==> src/sv/point_to_pixel_projector_macros.svh <==
// Assertion helpers for the point to pixel projector.
// All checks sample on i_clk and are off while i_rst_n is low.
`ifndef POINT_TO_PIXEL_PROJECTOR_MACROS_SVH
`define POINT_TO_PIXEL_PROJECTOR_MACROS_SVH

`define PTP_ASSERT(label, cond, msg) \
    label: assert property (@(posedge i_clk) disable iff (!i_rst_n) (cond)) else $error(msg);

`define PTP_ASSERT_NEXT(label, ante, cons, msg) \
    label: assert property (@(posedge i_clk) disable iff (!i_rst_n) (ante) |=> (cons)) else $error(msg);

`endif

==> src/sv/ptp_pkg.sv <==
`timescale 1ns / 1ps
// ----------------------------------------------------------------------------
// Point to pixel projector package
// Shared widths, register indexes and sideband types.
// ----------------------------------------------------------------------------
package ptp_pkg;

    localparam int COORD_W    = 32;
    localparam int PROD_W     = 64;
    localparam int SUM_W      = 66;
    localparam int NUM_W      = 68;
    localparam int CFG_IDX_W  = 3;
    localparam int CFG_DATA_W = 64;
    localparam int DIM_CFG_W  = 13;
    localparam int COL_W      = 12;
    localparam int IDX_W      = 24;
    localparam int COLOR_W    = 8;
    localparam int MAT_REGS   = 6;

    typedef enum logic [CFG_IDX_W-1:0] {
        REG_ROW0_C01 = 3'd0,
        REG_ROW0_C23 = 3'd1,
        REG_ROW1_C01 = 3'd2,
        REG_ROW1_C23 = 3'd3,
        REG_ROW2_C01 = 3'd4,
        REG_ROW2_C23 = 3'd5,
        REG_WIDTH    = 3'd6,
        REG_HEIGHT   = 3'd7
    } t_cfg_reg;

    localparam logic [DIM_CFG_W-1:0] WIDTH_RST  = 13'd640;
    localparam logic [DIM_CFG_W-1:0] HEIGHT_RST = 13'd480;

    // Data that rides along with a point through the pipeline.
    typedef struct packed {
        logic                      pv;
        logic [COLOR_W-1:0]        red;
        logic [COLOR_W-1:0]        green;
        logic [COLOR_W-1:0]        blue;
        logic signed [COORD_W-1:0] depth;
    } t_side;

    // Range flags produced ahead of the divider.
    typedef struct packed {
        logic ok;
        logic negx;
        logic ovfx;
        logic negy;
        logic ovfy;
    } t_dflag;

endpackage

==> src/sv/ptp_if.sv <==


interface ptp_cfg_if;
    logic                            valid;
    logic                            ready;
    logic [ptp_pkg::CFG_IDX_W-1:0]   index;
    logic [ptp_pkg::CFG_DATA_W-1:0]  data;

    modport source (output valid, index, data, input ready);
    modport sink (input valid, index, data, output ready);
endinterface

==> src/sv/ptp_cfg.sv <==
`timescale 1ns / 1ps
// ----------------------------------------------------------------------------
// Point to pixel projector configuration registers
// Holds the projection matrix and the image size.
// ----------------------------------------------------------------------------
module ptp_cfg (
    input  logic                                            i_clk,
    input  logic                                            i_rst_n,
    ptp_cfg_if.sink                                         i_cfg,
    output logic [ptp_pkg::MAT_REGS-1:0][ptp_pkg::CFG_DATA_W-1:0] o_mat,
    output logic [ptp_pkg::DIM_CFG_W-1:0]                   o_width,
    output logic [ptp_pkg::DIM_CFG_W-1:0]                   o_height
);

    logic [ptp_pkg::MAT_REGS-1:0][ptp_pkg::CFG_DATA_W-1:0] r_mat;
    logic [ptp_pkg::DIM_CFG_W-1:0]                         r_width;
    logic [ptp_pkg::DIM_CFG_W-1:0]                         r_height;

    assign i_cfg.ready = 1'b1;

    always_ff @(posedge i_clk) begin
        if (!i_rst_n) begin
            r_mat    <= '0;
            r_width  <= ptp_pkg::WIDTH_RST;
            r_height <= ptp_pkg::HEIGHT_RST;
        end else if (i_cfg.valid) begin
            case (ptp_pkg::t_cfg_reg'(i_cfg.index))
                ptp_pkg::REG_ROW0_C01: r_mat[0] <= i_cfg.data;
                ptp_pkg::REG_ROW0_C23: r_mat[1] <= i_cfg.data;
                ptp_pkg::REG_ROW1_C01: r_mat[2] <= i_cfg.data;
                ptp_pkg::REG_ROW1_C23: r_mat[3] <= i_cfg.data;
                ptp_pkg::REG_ROW2_C01: r_mat[4] <= i_cfg.data;
                ptp_pkg::REG_ROW2_C23: r_mat[5] <= i_cfg.data;
                ptp_pkg::REG_WIDTH:    r_width  <= i_cfg.data[ptp_pkg::DIM_CFG_W-1:0];
                ptp_pkg::REG_HEIGHT:   r_height <= i_cfg.data[ptp_pkg::DIM_CFG_W-1:0];
                default: ;
            endcase
        end
    end

    assign o_mat    = r_mat;
    assign o_width  = r_width;
    assign o_height = r_height;

endmodule

==> src/flat_wrapper.sv <==
// flat-port wrapper written by rule: the top's interface ports become plain ports
module ptp_cfg_flat 
  (i_clk, i_rst_n, o_mat, o_width, o_height, i_cfg_valid, i_cfg_index, i_cfg_data, i_cfg_ready);
  ptp_cfg_if i_cfg_i ();
  input  logic i_clk;
  input  logic i_rst_n;
  output logic [ptp_pkg::MAT_REGS-1:0][ptp_pkg::CFG_DATA_W-1:0] o_mat;
  output logic [ptp_pkg::DIM_CFG_W-1:0] o_width;
  output logic [ptp_pkg::DIM_CFG_W-1:0] o_height;
  input wire logic [$bits(i_cfg_i.valid)-1:0] i_cfg_valid;
  input wire logic [$bits(i_cfg_i.index)-1:0] i_cfg_index;
  input wire logic [$bits(i_cfg_i.data)-1:0] i_cfg_data;
  output wire logic [$bits(i_cfg_i.ready)-1:0] i_cfg_ready;
  assign i_cfg_i.valid = i_cfg_valid;
  assign i_cfg_i.index = i_cfg_index;
  assign i_cfg_i.data = i_cfg_data;
  assign i_cfg_ready = i_cfg_i.ready;
  ptp_cfg u_core (.i_clk(i_clk), .i_rst_n(i_rst_n), .i_cfg(i_cfg_i), .o_mat(o_mat), .o_width(o_width), .o_height(o_height));
endmodule
==> config.mk <==
export PLATFORM = sky130hd
export DESIGN_NAME = ptp_cfg_flat
export DESIGN_NICKNAME = d
export VERILOG_FILES = /design/src/sv/point_to_pixel_projector_macros.svh /design/src/sv/ptp_pkg.sv /design/src/sv/ptp_if.sv /design/src/sv/ptp_cfg.sv /design/src/flat_wrapper.sv
export SDC_FILE = /design/constraint.sdc
export NUM_CORES = 1
export LEC_CHECK = 0
export ABC_AREA = 1
export ABC_CLOCK_PERIOD_IN_PS = 2200
export BUFFER_PORTS_ARGS = -buffer_cell sky130_fd_sc_hd__clkbuf_2
export CORE_MARGIN = 8
export CORE_UTILIZATION = 35
export DETAILED_ROUTE_END_ITERATION = 8
export GPL_ROUTABILITY_DRIVEN = 0
export SLEW_MARGIN = 5
export SYNTH_ARGS = -nofsm -noshare
export SYNTH_HDL_FRONTEND = slang
export SYNTH_SLANG_ARGS = --single-unit
==> constraint.sdc <==
create_clock -name i_clk -period 2.2 [get_ports i_clk]
set_input_delay 0.44 -clock i_clk [delete_from_list [all_inputs] [get_ports i_clk]]
set_output_delay 0.44 -clock i_clk [all_outputs]
set_load 0.005 [all_outputs]
==> impl_table.tex <==
\begin{tabular}{lr}
\hline
Metric & Value \\
\hline
\multicolumn{2}{l}{\textbf{Hold path}} \\
Min-delay worst type & input port to flip-flop \\
\multicolumn{2}{l}{\textbf{Synth}} \\
Number of synthesized register bits & 410 \\
Cell types with the largest area share after synthesis & dfxtp\_1, nor2\_1, nand3\_1 \\
Number of warnings reported in the yosys synthesis log & 0 \\
Mean instance size in the synthesized netlist & 6.92 um\^{}2 \\
Synth Cell Area & 16,000 um\^{}2 \\
Post-Synthesis Cells & 2,306 \\
Synthesized net count & 2,376 \\
Distinct cells, synth & 13 \\
Top-area cell type share of the netlist area & 51.4\% \\
Cell taking the most area after synthesis & dfxtp\_1 \\
Sequential area share after synthesis & 51.4\% \\
\multicolumn{2}{l}{\textbf{Clocking}} \\
Clock slew seen by the registers of the worst setup and hold paths & 0.06 ns \\
H-tree lvl count & 2 \\
Total of cells resized after clock tree synthesis & 0 \\
Number of sinks handled by clock tree synthesis & 410 \\
Clock insertion delay at the later pin of the skew report & 0.55 ns \\
Post-CTS repair timing setup buffer count & 0 \\
Cell at the root of the clock tree & clkbuf\_16 \\
CTS buffer count & 45 \\
Maximum buffer depth of the clock tree & 3 \\
CTS tree & built \\
Post-cts hold buffer count & 0 \\
\multicolumn{2}{l}{\textbf{Floorplanning}} \\
Std-Cell Core Area & 45,200 um\^{}2 \\
Die ar. & 52,700 um\^{}2 \\
Count of boundary I/O pins & 481 \\
Die Ht & 230 um \\
Floorplan die width & 230 um \\
Standard-cell row count & 78 \\
Initial standard-cell utilization of the core & 35.3\% \\
\multicolumn{2}{l}{\textbf{Final layout}} \\
Share of the core filled with cells in the final layout & 45.4\% \\
Multi-input logic area & 6790 um\^{}2 \\
Synth-to-layout area growth & 28.4\% \\
Share of post-route cells with drive strength above 1 & 22.2\% \\
Number of standard cells in the final layout excluding fillers & 3,343 \\
Flip-flop and latch area & 8210 um\^{}2 \\
Summed area of non-filler cells in the final layout & 20,500 um\^{}2 \\
Nets & 2,783 \\
Fillcell total & 4,615 \\
\multicolumn{2}{l}{\textbf{Drt}} \\
Sum of routed wire length over all layers & 59,300 um \\
Routed length per instance & 17.8 um \\
Remaining DRCs & 0 \\
Initial DRC count & 1,552 \\
First-pass iteration count of the detailed router & 6 \\
Routed vias & 16,300 \\
Post-route antenna net violation count & 0 \\
Post-detailed-route via-to-cell ratio & 4.89 \\
\multicolumn{2}{l}{\textbf{Global routing}} \\
Number of global-route vias before repair & 15,700 \\
Total routing resource utilization after global routing & 21.4\% \\
Global-route wire length before repair & 91,400 um \\
Antenna violations before repair & 1 \\
Maximum number of pins on one net before global-route repair & 79 \\
Total gr overflow & 0 \\
\multicolumn{2}{l}{\textbf{Critical path}} \\
Cells traversed along the worst timing path & clkbuf\_2 \\
Number of cells on the worst reg-to-reg path & 2 \\
Count of buffer and inverter cells on the critical path & 1 \\
Maximum fanout along the worst path & 2 \\
Data arrival at the endpoint of the critical path & 1.12 ns \\
Source of the worst register-to-register timing path & u\_core.o\_mat[171]\$\_SDFFE\_PN0P\_ \\
Startpoint-to-endpoint class of the critical path & flip-flop to output pin \\
CP required & 1.76 ns \\
CP startpoint kind & flip-flop \\
Slack of the worst reg-to-reg path & 1.55 ns \\
Endpoint type of the worst setup path & output pin \\
Last element of the critical path & o\_mat[173] \\
Startpoint of the worst setup timing path & u\_core.o\_mat[173]\$\_SDFFE\_PN0P\_ \\
Slowest cell on the critical path & dfxtp\_1 \\
Largest stage delay on the critical path & 0.41 ns \\
Critical path depth in cells & 1 \\
Endpoint of the most critical register-to-register path & u\_core.o\_mat[171]\$\_SDFFE\_PN0P\_ \\
Top delay family on crit path & flip-flops \\
\multicolumn{2}{l}{\textbf{STA}} \\
RSZ-0062 raised after global routing & no \\
Final Hold Viols & 0 \\
Number of max-slew violations in the final report & 0 \\
Worst Tran Pin Value & 0.559 ns \\
Period utilisation layout & 71.0\% \\
Post-route worst setup slack & 0.638 ns \\
Worst max-slew margin expressed relative to the limit & 62.7\% \\
Number of endpoints failing setup at the final stage & 0 \\
Maximum frequency from static timing analysis & 640 MHz \\
Final critical delay including setup and external delays & 1.56 ns \\
Hold slack final & 0.120 ns \\
Setup total negative slack & 0 ns \\
Max Clock Skew & 0 ns \\
\multicolumn{2}{l}{\textbf{Pwr}} \\
Largest vdd supply drop & 0.482 mV \\
Design Power & 16.9 mW \\
Static leakage power & 9.75 nW \\
Cell Pwr Density & 824 nW/um\^{}2 \\
\multicolumn{2}{l}{\textbf{Place}} \\
HPWL after detailed placement & 39,900 um \\
Placement-stage cell area & 19,100 um\^{}2 \\
Placement-stage worst setup slack & 0.447 ns \\
Number of port buffers & 479 \\
Number of cells after detailed placement & 3,266 \\
\multicolumn{2}{l}{\textbf{Run status}} \\
Outcome & complete, no violations \\
\multicolumn{2}{l}{\textbf{Job}} \\
MaxCap Viol Count & 0 \\
\hline
\end{tabular}
[worst min path at each step]
stage                                          from                               to  slack (ns)  depth (start not counted)
floorplan            u_core.o_width[7]$_SDFFE_PN1P_   u_core.o_width[7]$_SDFFE_PN1P_        0.45                          2
global route                          i_cfg_data[5]  u_core.o_height[5]$_SDFFE_PN1P_        0.11                          3
global placement     u_core.o_width[9]$_SDFFE_PN1P_   u_core.o_width[9]$_SDFFE_PN1P_        0.44                          2
detailed placement  u_core.o_height[7]$_SDFFE_PN1P_  u_core.o_height[7]$_SDFFE_PN1P_        0.45                          2
finish                                i_cfg_data[6]  u_core.o_height[6]$_SDFFE_PN1P_        0.12                          3
CTS                                   i_cfg_data[6]  u_core.o_height[6]$_SDFFE_PN1P_        0.09                          3
[state kept, by name, indices dropped and copies added (netlist names)]
register / cells
u_core.o_height: 13
u_core.o_mat: 384
u_core.o_width: 13
[synth_stat cells]
cell type	count
dfxtp_1	410
clkbuf_1	53
nand2_1	432
nor2_2	6
inv_2	1
inv_1	69
buf_4	1
buf_2	96
nand3_1	401
clkinv_1	1
buf_1	21
nor2_1	814
conb_1	1
[report_power, final]
group | switching, mW | internal [mW] | leakage, nW
combinational | 1.11 | 0.603 | 5.71
clock | 2.99 | 4.32 | 0.705
sequential | 0.175 | 7.69 | 3.33
total | 4.28 | 12.6 | 9.75
[layout make-up]
type / instances / share of cell area, %
Clock buffer: 69 / 6.61
Tap cell: 600 / 3.66
Clock inverter: 7 / 0.293
Antenna cell: 1 / 0.0122
Inverter: 71 / 1.31
Multi-Input combinational cell: 1654 / 33.1
Timing Repair Buffer: 531 / 15.0
Sequential cell: 410 / 40.0
[metal layers]
metal / share of wire [%] / GRT usage, % / wire length [um] / vias to the layer above
met4: 3.2 / 7.35 / 1920 / 0
li1: - / - / - / 7960
met1: 41 / 26.6 / 24600 / 7619
met2: 47 / 35.2 / 27700 / 646
met3: 8.7 / 6.12 / 5170 / 116
met5: 0 / 0 / 0 / -
[cell families after synthesis]
group,share of synthesized area (%)
buffers and inverters,6.47
flip-flops,51.4
other,0.0235
AND/OR/NAND/NOR,42.1
[layout by cell type (no fill, tap or decap)]
| cell | synthesis | routed |
|---|---|---|
| inv_1 | 69 | 69 |
| diode_2 | 0 | 1 |
| buf_4 | 1 | 30 |
| bufinv_16 | 0 | 1 |
| clkinv_2 | 0 | 6 |
| nor2_4 | 0 | 10 |
| inv_2 | 1 | 1 |
| clkbuf_2 | 0 | 478 |
| buf_12 | 0 | 22 |
| clkbuf_16 | 0 | 45 |
| nor2_1 | 814 | 810 |
| inv_4 | 0 | 1 |
| nand2_1 | 432 | 432 |
| conb_1 | 1 | 1 |
| clkbuf_1 | 53 | 10 |
| dfxtp_1 | 410 | 410 |
| buf_8 | 0 | 1 |
| nand3_1 | 401 | 401 |
| clkbuf_8 | 0 | 14 |
(Power assumes the default switching activity.)
